## src/hdl/mste_pkg.sv

```systemverilog
// Shared types, codes and sizing constants for the multi-slot timer engine.
// Used by the controller, the datapath, the top level and the port checker.
package mste_pkg;

  localparam int SLOTS       = 16;
  localparam int FIELD_SLOTS = 16;
  localparam int LIVE_SLOTS  = (SLOTS < FIELD_SLOTS) ? SLOTS : FIELD_SLOTS;
  localparam int SLOT_W      = $clog2(LIVE_SLOTS);
  localparam int CNT_W       = $clog2(LIVE_SLOTS + 1);
  localparam int SLOT_FW     = 4;
  localparam int VAL_W       = 32;

  // Command kinds.
  localparam logic [2:0] KIND_TICK     = 3'd0;
  localparam logic [2:0] KIND_CREATE   = 3'd1;
  localparam logic [2:0] KIND_DESTROY  = 3'd2;
  localparam logic [2:0] KIND_PAUSE    = 3'd3;
  localparam logic [2:0] KIND_CONTINUE = 3'd4;
  localparam logic [2:0] KIND_RESET    = 3'd5;
  localparam logic [2:0] KIND_QUERY    = 3'd6;

  // Result events.
  localparam logic [2:0] EV_DONE     = 3'd0;
  localparam logic [2:0] EV_EXPIRED  = 3'd1;
  localparam logic [2:0] EV_FAILED   = 3'd2;
  localparam logic [2:0] EV_RUNNING  = 3'd3;
  localparam logic [2:0] EV_FINISHED = 3'd4;

  typedef struct packed {
    logic [2:0]         kind;
    logic [SLOT_FW-1:0] slot;
    logic [VAL_W-1:0]   period;
    logic               periodic;
    logic [7:0]         elapsed;
  } mste_in_t;

  typedef struct packed {
    logic [2:0]         event_res;
    logic [SLOT_FW-1:0] which_slot;
    logic               last;
  } mste_out_t;

  // Controller to datapath.
  typedef struct packed {
    logic              load;
    logic              rd_scan;
    logic [SLOT_W-1:0] scan_idx;
    logic              tick_proc;
    logic              tick_flush;
    logic              op_exec;
  } mste_cmd_t;

  // Datapath to controller.
  typedef struct packed {
    logic [2:0] kind;
    logic       elap_zero;
  } mste_sts_t;

endpackage

```

## src/hdl/mste_ram.sv

```systemverilog
// Generic single-write, single-read RAM with registered read data.
// No dependencies.
module mste_ram #(
  parameter int WIDTH = 32,
  parameter int DEPTH = 16
) (
  input  logic                     clk,
  input  logic                     we,
  input  logic [$clog2(DEPTH)-1:0] waddr,
  input  logic [WIDTH-1:0]         wdata,
  input  logic [$clog2(DEPTH)-1:0] raddr,
  output logic [WIDTH-1:0]         rdata
);

  logic [WIDTH-1:0] mem [DEPTH];
  logic [WIDTH-1:0] rdata_r;

  always_ff @(posedge clk) begin
    if (we) begin
      mem[waddr] <= wdata;
    end
    rdata_r <= mem[raddr];
  end

  assign rdata = rdata_r;

endmodule

```

## src/hdl/mste_ctrl.sv

```systemverilog
// Sequencing state machine of the timer engine: decode, slot scan, flush, execute.
// Depends on mste_pkg.
module mste_ctrl
  import mste_pkg::*;
(
  input  logic      clk,
  input  logic      rst_n,
  input  logic      start,
  output logic      busy,
  input  mste_sts_t sts,
  output mste_cmd_t cmd
);

  localparam logic [2:0] ST_IDLE  = 3'd0;
  localparam logic [2:0] ST_DEC   = 3'd1;
  localparam logic [2:0] ST_SCAN  = 3'd2;
  localparam logic [2:0] ST_FLUSH = 3'd3;
  localparam logic [2:0] ST_EXEC  = 3'd4;

  logic [2:0]       state_r, state_nxt;
  logic [CNT_W-1:0] cnt_r, cnt_nxt;

  always_ff @(posedge clk) begin
    if (!rst_n) begin
      state_r <= ST_IDLE;
      cnt_r   <= '0;
    end else begin
      state_r <= state_nxt;
      cnt_r   <= cnt_nxt;
    end
  end

  assign busy = (state_r != ST_IDLE);

  always_comb begin
    state_nxt      = state_r;
    cnt_nxt        = cnt_r;
    cmd            = '0;
    cmd.rd_scan    = 1'b1;
    cmd.scan_idx   = cnt_r[SLOT_W-1:0];
    unique case (state_r)
      ST_IDLE: begin
        if (start) begin
          cmd.load  = 1'b1;
          state_nxt = ST_DEC;
        end
      end
      ST_DEC: begin
        cnt_nxt = '0;
        if (sts.kind == KIND_TICK) begin
          state_nxt = sts.elap_zero ? ST_FLUSH : ST_SCAN;
        end else begin
          // Reset and query need the addressed slot's stored values next cycle.
          cmd.rd_scan = 1'b0;
          state_nxt   = ST_EXEC;
        end
      end
      ST_SCAN: begin
        cmd.tick_proc = (cnt_r != '0);
        cnt_nxt       = cnt_r + CNT_W'(1);
        if (cnt_r == CNT_W'(LIVE_SLOTS)) begin
          state_nxt = ST_FLUSH;
        end
      end
      ST_FLUSH: begin
        cmd.tick_flush = 1'b1;
        state_nxt      = ST_IDLE;
      end
      ST_EXEC: begin
        cmd.op_exec = 1'b1;
        state_nxt   = ST_IDLE;
      end
      default: begin
        state_nxt = ST_IDLE;
      end
    endcase
  end

endmodule

```

## src/hdl/mste_dp.sv

```systemverilog
// Datapath of the timer engine: slot marks, reload and counter RAMs, tick
// arithmetic, command execution and the registered result word.
// Depends on mste_pkg and mste_ram.
module mste_dp
  import mste_pkg::*;
(
  input  logic      clk,
  input  logic      rst_n,
  input  mste_in_t  in_word,
  input  mste_cmd_t cmd,
  output mste_sts_t sts,
  output mste_out_t out_word,
  output logic      out_strobe
);

  mste_in_t              in_r;
  logic [LIVE_SLOTS-1:0] used_r, used_nxt;
  logic [LIVE_SLOTS-1:0] hold_r, hold_nxt;
  logic [LIVE_SLOTS-1:0] cyc_r, cyc_nxt;
  logic [SLOT_W-1:0]     proc_idx_r;
  logic                  pend_vld_r, pend_vld_nxt;
  logic [SLOT_W-1:0]     pend_idx_r, pend_idx_nxt;
  logic                  out_strobe_r, out_strobe_nxt;
  mste_out_t             out_word_r, out_word_nxt;

  logic [SLOT_W-1:0] slot_idx, rd_addr, free_idx;
  logic              free_found, live;
  logic [VAL_W-1:0]  cnt_q, rld_q, elap_ext, after_val;
  logic              active, expire;
  logic              cnt_we, rld_we;
  logic [SLOT_W-1:0] cnt_wa;
  logic [VAL_W-1:0]  cnt_wd;

  assign slot_idx = in_r.slot[SLOT_W-1:0];
  assign live     = (int'(in_r.slot) < LIVE_SLOTS) && used_r[slot_idx];
  assign rd_addr  = cmd.rd_scan ? cmd.scan_idx : slot_idx;

  assign sts.kind      = in_r.kind;
  assign sts.elap_zero = (in_r.elapsed == 8'd0);

  // Lowest free slot for create.
  always_comb begin
    free_found = 1'b0;
    free_idx   = '0;
    for (int i = LIVE_SLOTS - 1; i >= 0; i--) begin
      if (!used_r[i]) begin
        free_found = 1'b1;
        free_idx   = SLOT_W'(i);
      end
    end
  end

  // One slot of a tick: saturating subtract, expiry test, cyclic reload.
  assign elap_ext  = {{(VAL_W - 8){1'b0}}, in_r.elapsed};
  assign after_val = (elap_ext >= cnt_q) ? '0 : cnt_q - elap_ext;
  assign active    = used_r[proc_idx_r] && !hold_r[proc_idx_r];
  assign expire    = active && (after_val == '0) && (cyc_r[proc_idx_r] || (cnt_q != '0));

  always_comb begin
    cnt_we = 1'b0;
    cnt_wa = proc_idx_r;
    cnt_wd = after_val;
    rld_we = 1'b0;
    if (cmd.tick_proc && active) begin
      cnt_we = 1'b1;
      if (expire && cyc_r[proc_idx_r]) begin
        cnt_wd = rld_q;
      end
    end else if (cmd.op_exec && (in_r.kind == KIND_CREATE) && free_found) begin
      cnt_we = 1'b1;
      rld_we = 1'b1;
      cnt_wa = free_idx;
      cnt_wd = in_r.period;
    end else if (cmd.op_exec && (in_r.kind == KIND_RESET) && live) begin
      cnt_we = 1'b1;
      cnt_wa = slot_idx;
      cnt_wd = rld_q;
    end
  end

  mste_ram #(.WIDTH(VAL_W), .DEPTH(LIVE_SLOTS)) u_cnt_ram (
    .clk   (clk),
    .we    (cnt_we),
    .waddr (cnt_wa),
    .wdata (cnt_wd),
    .raddr (rd_addr),
    .rdata (cnt_q)
  );

  mste_ram #(.WIDTH(VAL_W), .DEPTH(LIVE_SLOTS)) u_rld_ram (
    .clk   (clk),
    .we    (rld_we),
    .waddr (free_idx),
    .wdata (in_r.period),
    .raddr (rd_addr),
    .rdata (rld_q)
  );

  always_comb begin
    used_nxt       = used_r;
    hold_nxt       = hold_r;
    cyc_nxt        = cyc_r;
    pend_vld_nxt   = pend_vld_r;
    pend_idx_nxt   = pend_idx_r;
    out_strobe_nxt = 1'b0;
    out_word_nxt   = '0;

    if (cmd.load) begin
      pend_vld_nxt = 1'b0;
    end

    // An expiry is held back one step so the final one can carry last.
    if (cmd.tick_proc && expire) begin
      if (pend_vld_r) begin
        out_strobe_nxt          = 1'b1;
        out_word_nxt.event_res  = EV_EXPIRED;
        out_word_nxt.which_slot = SLOT_FW'(pend_idx_r);
      end
      pend_vld_nxt = 1'b1;
      pend_idx_nxt = proc_idx_r;
    end

    if (cmd.tick_flush) begin
      out_strobe_nxt    = 1'b1;
      out_word_nxt.last = 1'b1;
      if (pend_vld_r) begin
        out_word_nxt.event_res  = EV_EXPIRED;
        out_word_nxt.which_slot = SLOT_FW'(pend_idx_r);
      end else begin
        out_word_nxt.event_res = EV_DONE;
      end
      pend_vld_nxt = 1'b0;
    end

    if (cmd.op_exec) begin
      out_strobe_nxt          = 1'b1;
      out_word_nxt.last       = 1'b1;
      out_word_nxt.event_res  = EV_DONE;
      out_word_nxt.which_slot = in_r.slot;
      case (in_r.kind) inside
        KIND_CREATE: begin
          if (free_found) begin
            used_nxt[free_idx]      = 1'b1;
            hold_nxt[free_idx]      = 1'b0;
            cyc_nxt[free_idx]       = in_r.periodic;
            out_word_nxt.which_slot = SLOT_FW'(free_idx);
          end else begin
            out_word_nxt.event_res  = EV_FAILED;
            out_word_nxt.which_slot = '0;
          end
        end
        KIND_DESTROY: begin
          if (live) used_nxt[slot_idx] = 1'b0;
        end
        KIND_PAUSE: begin
          if (live) hold_nxt[slot_idx] = 1'b1;
        end
        KIND_CONTINUE, KIND_RESET: begin
          if (live) hold_nxt[slot_idx] = 1'b0;
        end
        KIND_QUERY: begin
          if (!live) begin
            out_word_nxt.event_res = EV_FINISHED;
          end else if (cnt_q == '0) begin
            used_nxt[slot_idx]     = 1'b0;
            out_word_nxt.event_res = EV_FINISHED;
          end else begin
            out_word_nxt.event_res = EV_RUNNING;
          end
        end
        default: begin
          out_word_nxt.event_res = EV_DONE;
        end
      endcase
    end
  end

  always_ff @(posedge clk) begin
    if (!rst_n) begin
      used_r       <= '0;
      hold_r       <= '0;
      cyc_r        <= '0;
      pend_vld_r   <= 1'b0;
      out_strobe_r <= 1'b0;
    end else begin
      used_r       <= used_nxt;
      hold_r       <= hold_nxt;
      cyc_r        <= cyc_nxt;
      pend_vld_r   <= pend_vld_nxt;
      out_strobe_r <= out_strobe_nxt;
    end
  end

  always_ff @(posedge clk) begin
    if (cmd.load) begin
      in_r <= in_word;
    end
    proc_idx_r <= rd_addr;
    pend_idx_r <= pend_idx_nxt;
    out_word_r <= out_word_nxt;
  end

  assign out_word   = out_word_r;
  assign out_strobe = out_strobe_r;

endmodule

```

## src/hdl/multi_slot_timer_engine.sv

```systemverilog
// Top level of the multi-slot timer engine: controller plus datapath.
// Depends on mste_pkg, mste_ctrl, mste_dp (and mste_ram through the datapath).
//
//   Channel   Ports                     Handshake
//   input     in_word, start, busy      word taken at an edge with start high, busy low
//   result    out_word, out_strobe      word valid for the one cycle out_strobe is high
//
// A tick word with nonzero elapsed keeps busy high after acceptance through a
// decode state, a scan state that reads each slot in turn through the counter
// RAM read port plus a drain step, and a flush state. Every other word passes
// through decode and execute, and a tick with zero elapsed through decode and
// flush. The next word is taken only while busy is low, so a new word is never
// taken before the last one is through. Results leave through an output
// register, in the cycle after they are formed.
// Reset is synchronous and active low; it frees all slots at once, and the
// reload and counter RAMs need no clearing since create writes them first.
// The receiver cannot stall, so results are never held back.
//
// The engine keeps a small table of timers. Each slot has in-use, paused and
// cyclic marks in flip-flops and a reload value and counter in two RAMs. A
// tick walks the slots in rising order, one per cycle; expiries come out in
// that order, and the final result of every word carries last.
module multi_slot_timer_engine
  import mste_pkg::*;
(
  input  logic      clk,
  input  logic      rst_n,
  input  logic      start,
  output logic      busy,
  input  mste_in_t  in_word,
  output mste_out_t out_word,
  output logic      out_strobe
);

  mste_cmd_t cmd;
  mste_sts_t sts;

  // The controller owns sequencing and the slot scan counter.
  mste_ctrl u_ctrl (
    .clk   (clk),
    .rst_n (rst_n),
    .start (start),
    .busy  (busy),
    .sts   (sts),
    .cmd   (cmd)
  );

  // The datapath owns all slot state and forms the result words.
  mste_dp u_dp (
    .clk        (clk),
    .rst_n      (rst_n),
    .in_word    (in_word),
    .cmd        (cmd),
    .sts        (sts),
    .out_word   (out_word),
    .out_strobe (out_strobe)
  );

endmodule

```

## config.mk

```make
export PLATFORM = sky130hd
export DESIGN_NAME = multi_slot_timer_engine
export DESIGN_NICKNAME = d
export VERILOG_FILES = /design/src/hdl/mste_pkg.sv /design/src/hdl/mste_ram.sv /design/src/hdl/mste_ctrl.sv /design/src/hdl/mste_dp.sv /design/src/hdl/multi_slot_timer_engine.sv
export SDC_FILE = /design/constraint.sdc
export NUM_CORES = 2
export LEC_CHECK = 0
export BUFFER_PORTS_ARGS = -buffer_cell sky130_fd_sc_hd__buf_2
export CORE_MARGIN = 10
export CORE_UTILIZATION = 60
export DETAILED_ROUTE_END_ITERATION = 7
export PLACE_DENSITY = 0.88
export SLEW_MARGIN = 20
export SYNTH_ARGS = -nofsm -noshare
export SYNTH_HDL_FRONTEND = slang
export SYNTH_SLANG_ARGS = --single-unit
```

## constraint.sdc

```tcl
create_clock -name clk -period 6.1 [get_ports clk]
set_clock_uncertainty 0.15 [all_clocks]
set_input_delay 0.305 -clock clk [delete_from_list [all_inputs] [get_ports clk]]
set_output_delay 0.305 -clock clk [all_outputs]
set_load 0.02 [all_outputs]
```

==> results.sh <==
export IMPL_outcome="complete, no violations"
export IMPL_synth_area_leader_cell="edfxtp_1"
export IMPL_worstSetupPathType="flip-flop to flip-flop"
export IMPL_grt_overflow=0
export IMPL_die_x_um=306
export IMPL_pre_cts_ws_ns=0.961
export IMPL_synth_nets=4080
export IMPL_grt_start_max_net_pins=164
export IMPL_met2_usage=0.445
export IMPL_die_y_um=306
export IMPL_first_iter_violations=6336
export IMPL_cp_max_fo=16
export IMPL_clk_latency_ns=0.72
export IMPL_core_area_um2=80700
export IMPL_clk_pin_slew_ns=0.06
export IMPL_end_kind="flip-flop"
export IMPL_synth_area_leaders="edfxtp_1, nand2_1, dfxtp_1"
export IMPL_startpoint_type="flip-flop"
export IMPL_powerDensity_nw_per_um2=337
export IMPL_syn_avg_cell_area_um2=12.2
export IMPL_clk_path_buf_depth=3
export IMPL_maxSlewViolCount=0
export IMPL_drtPass1Iterations=6
export IMPL_grt_util_met1=0.362
export IMPL_synth_edf_count=1076
export IMPL_dp_cells=4952
export IMPL_clock_sinks=1210
export IMPL_period_share=0.868
export IMPL_cts_root_buf="clkbuf_16"
export IMPL_synth_seq_cells=1210
export IMPL_synthCells=4018
export IMPL_fin_nets=4120
export IMPL_grt_pass1_vias=33800
export IMPL_io_pins=61
export IMPL_rsz0062_at_grt="no"
export IMPL_r2r_cells=12
export IMPL_final_common_cell="nand2_1"
export IMPL_fill_cells=5080
export IMPL_gp_congestion=0.993
export IMPL_fmax_mhz=189
export IMPL_cp_arrival_ns=5.55
export IMPL_setup_tns_ns=0
export IMPL_mostFrequentLayoutCells="nand2_1, edfxtp_1, nand3_1"
export IMPL_dieArea_um2=93400
export IMPL_track_usage=0.283
export IMPL_synthesis_area_um2=49000
export IMPL_grt_busiest_layer="met2"
export IMPL_final_setup_worst_slack_ns=0.804
export IMPL_leakagePower_uw=0.0189
export IMPL_worst_pin_slew_ns=1.13
export IMPL_synth_yosys_seq_area_share=0.715
export IMPL_final_hold_viol_count=0
export IMPL_cts_buffers=113
export IMPL_wire_per_inst_um=26.2
export IMPL_use_met3=0.0594
export IMPL_antennaDiodeCount=0
export IMPL_min_path_type="input port to flip-flop"
export IMPL_design_area_um2=54600
export IMPL_synthFlopType="edfxtp_1"
export IMPL_vias_per_cell=6.73
export IMPL_initial_core_util=0.607
export IMPL_area_growth_pct=11.5
export IMPL_drive_above_1_share=0.100
export IMPL_finalCriticalPeriod_ns=5.30
export IMPL_place_area_um2=50400
export IMPL_netlist_area_leader_share=0.660
export IMPL_cap_violations=0
export IMPL_maxSlewHeadroom=0.244
export IMPL_htreeDepth=3
export IMPL_min_path_cells=2
export IMPL_layout_cells_non_filler=5215
export IMPL_port_buffers=60
export IMPL_setup_violations=0
export IMPL_antenna_found_initial=3
export IMPL_wirelength_um=137000
export IMPL_cts_tree="built"
export IMPL_num_rows=104
export IMPL_via_count=35100
export IMPL_drtAntennaViolNets=0
export IMPL_route_detailed_drc=0
export IMPL_grt_first_pass_wirelength_um=203000
export IMPL_cts_resized=0
export IMPL_max_vdd_ir_drop_mv=0.288
export IMPL_cp_data_required_time_ns=6.36
export IMPL_synth_warnings=0
export IMPL_dpl_hpwl_um=72400
export IMPL_synthArstFlopShare=0
export IMPL_ys_types=78
-- registers in the layout, summed over array words and instances, names as in the netlist, 8 cells and up, named ones only --
signal	cells
u_dp.u_cnt_ram.mem	512
u_dp.u_rld_ram.mem	512
u_dp.in_r	33
u_dp.u_cnt_ram.rdata	32
u_dp.u_rld_ram.rdata	32
u_dp.cyc_r	16
u_dp.used_r	16
u_dp.elap_ext	8
u_dp.out_word	8
-- worst paths after layout --
path | startpoint | to | slack (ns)
worst min-delay path | in_word[17] | u_dp.in_r[17] | 0.14
worst max register to register | u_dp.elap_ext[5] | u_dp.u_cnt_ram.mem[1][3] | 0.80
worst max-delay path | u_dp.elap_ext[5] | u_dp.u_cnt_ram.mem[1][3] | 0.80
worst min register to register | flip-flop | flip-flop | 0.32
-- critical path: stages, from the launching register on --
cell and delay [ns]:
edfxtp_1 0.36, inv_1 0.06, ha_1 0.39, a21o_1 0.22
a31o_2 0.30, or3_1 0.49, or4_1 0.52, xor2_1 0.22
nand4b_1 0.16, o31ai_2 0.67, a31oi_4 0.56, buf_4 0.40
o21ai_2 0.48
-- report_power, final --
group	leakage, uW	switching, uW	internal [uW]	total, uW
combinational	0.00629	1290	459	1750
clock	0.00179	3130	3790	6920
sequential	0.0108	247	9470	9710
-- cell type report --
class	instances	area (um^2)	share of cell area
multi-input cells	2484	12900	0.237
flip-flops and latches	1210	35000	0.641
well taps	1060	1330	0.0243
repair buffers	185	1470	0.0269
clock inverters	68	628	0.0115
clock buffers	144	3010	0.0552
inverters	64	256	0.00470
-- stage by stage --
| stage | power (uW) | utilization | hold slack (ns) |
|---|---|---|---|
| 2_1_floorplan | 10800 | - | 0.254 |
| 3_3_place_gp | 11500 | 0.625 | 0.298 |
| 3_5_place_dp | 11500 | 0.625 | 0.310 |
| 4_1_cts | 18300 | 0.677 | 0.111 |
| 5_1_grt | 18800 | 0.677 | 0.131 |
| 6_report | 18400 | 0.677 | 0.143 |
-- synth_stat cells, drive strengths merged, types with 3 or more instances --
master and number:
nor3 39, edfxtp 1076, a21oi 72, and2 3, a31oi 77, nand4b 5
o32ai 4, nor2 94, o2bb2ai 4, mux4 8, o21a 8, xor2 12
o31ai 5, buf 22, nor2b 14, nor4bb 3, ha 10, a21o 5
o21ai 83, o22ai 6, nand2b 7, a22oi 14, and3 78, dfxtp 134
a211oi 5, a31o 4, nand3 536, or3 13, nand4 21, nor3b 9
nor4 17, nand2 1103, mux2i 23, or2 9, a311oi 130, clkbuf 238
or4 9, nand3b 4, o211ai 8, inv 63, nor4b 6, xnor2 10
-- routing by layer --
| metal | vias up | routed length, um |
|---|---|---|
| li1 | 14800 | - |
| met1 | 16600 | 46700 |
| met2 | 3060 | 62800 |
| met3 | 583 | 18400 |
| met4 | 6 | 8700 |
| met5 | - | 38 |
-- kinds of logic after synthesis --
logic type	Yosys count	synth area share
flip-flops	1210	0.715
XOR/XNOR	22	0.00394
adder cells (fa/ha/maj)	11	0.00296
buffers and inverters	324	0.0254
multiplexers	33	0.00884
AND/OR/NAND/NOR	1977	0.180
AO/OA/AOI/OAI	441	0.0644
-- timing repair --
action                                 4_1_cts  5_1_grt
hold buffers                                51        0
endpoints found under the hold margin       64        0
setup buffers                                0        0
No activity file was read; power rests on OpenSTA's default activity.
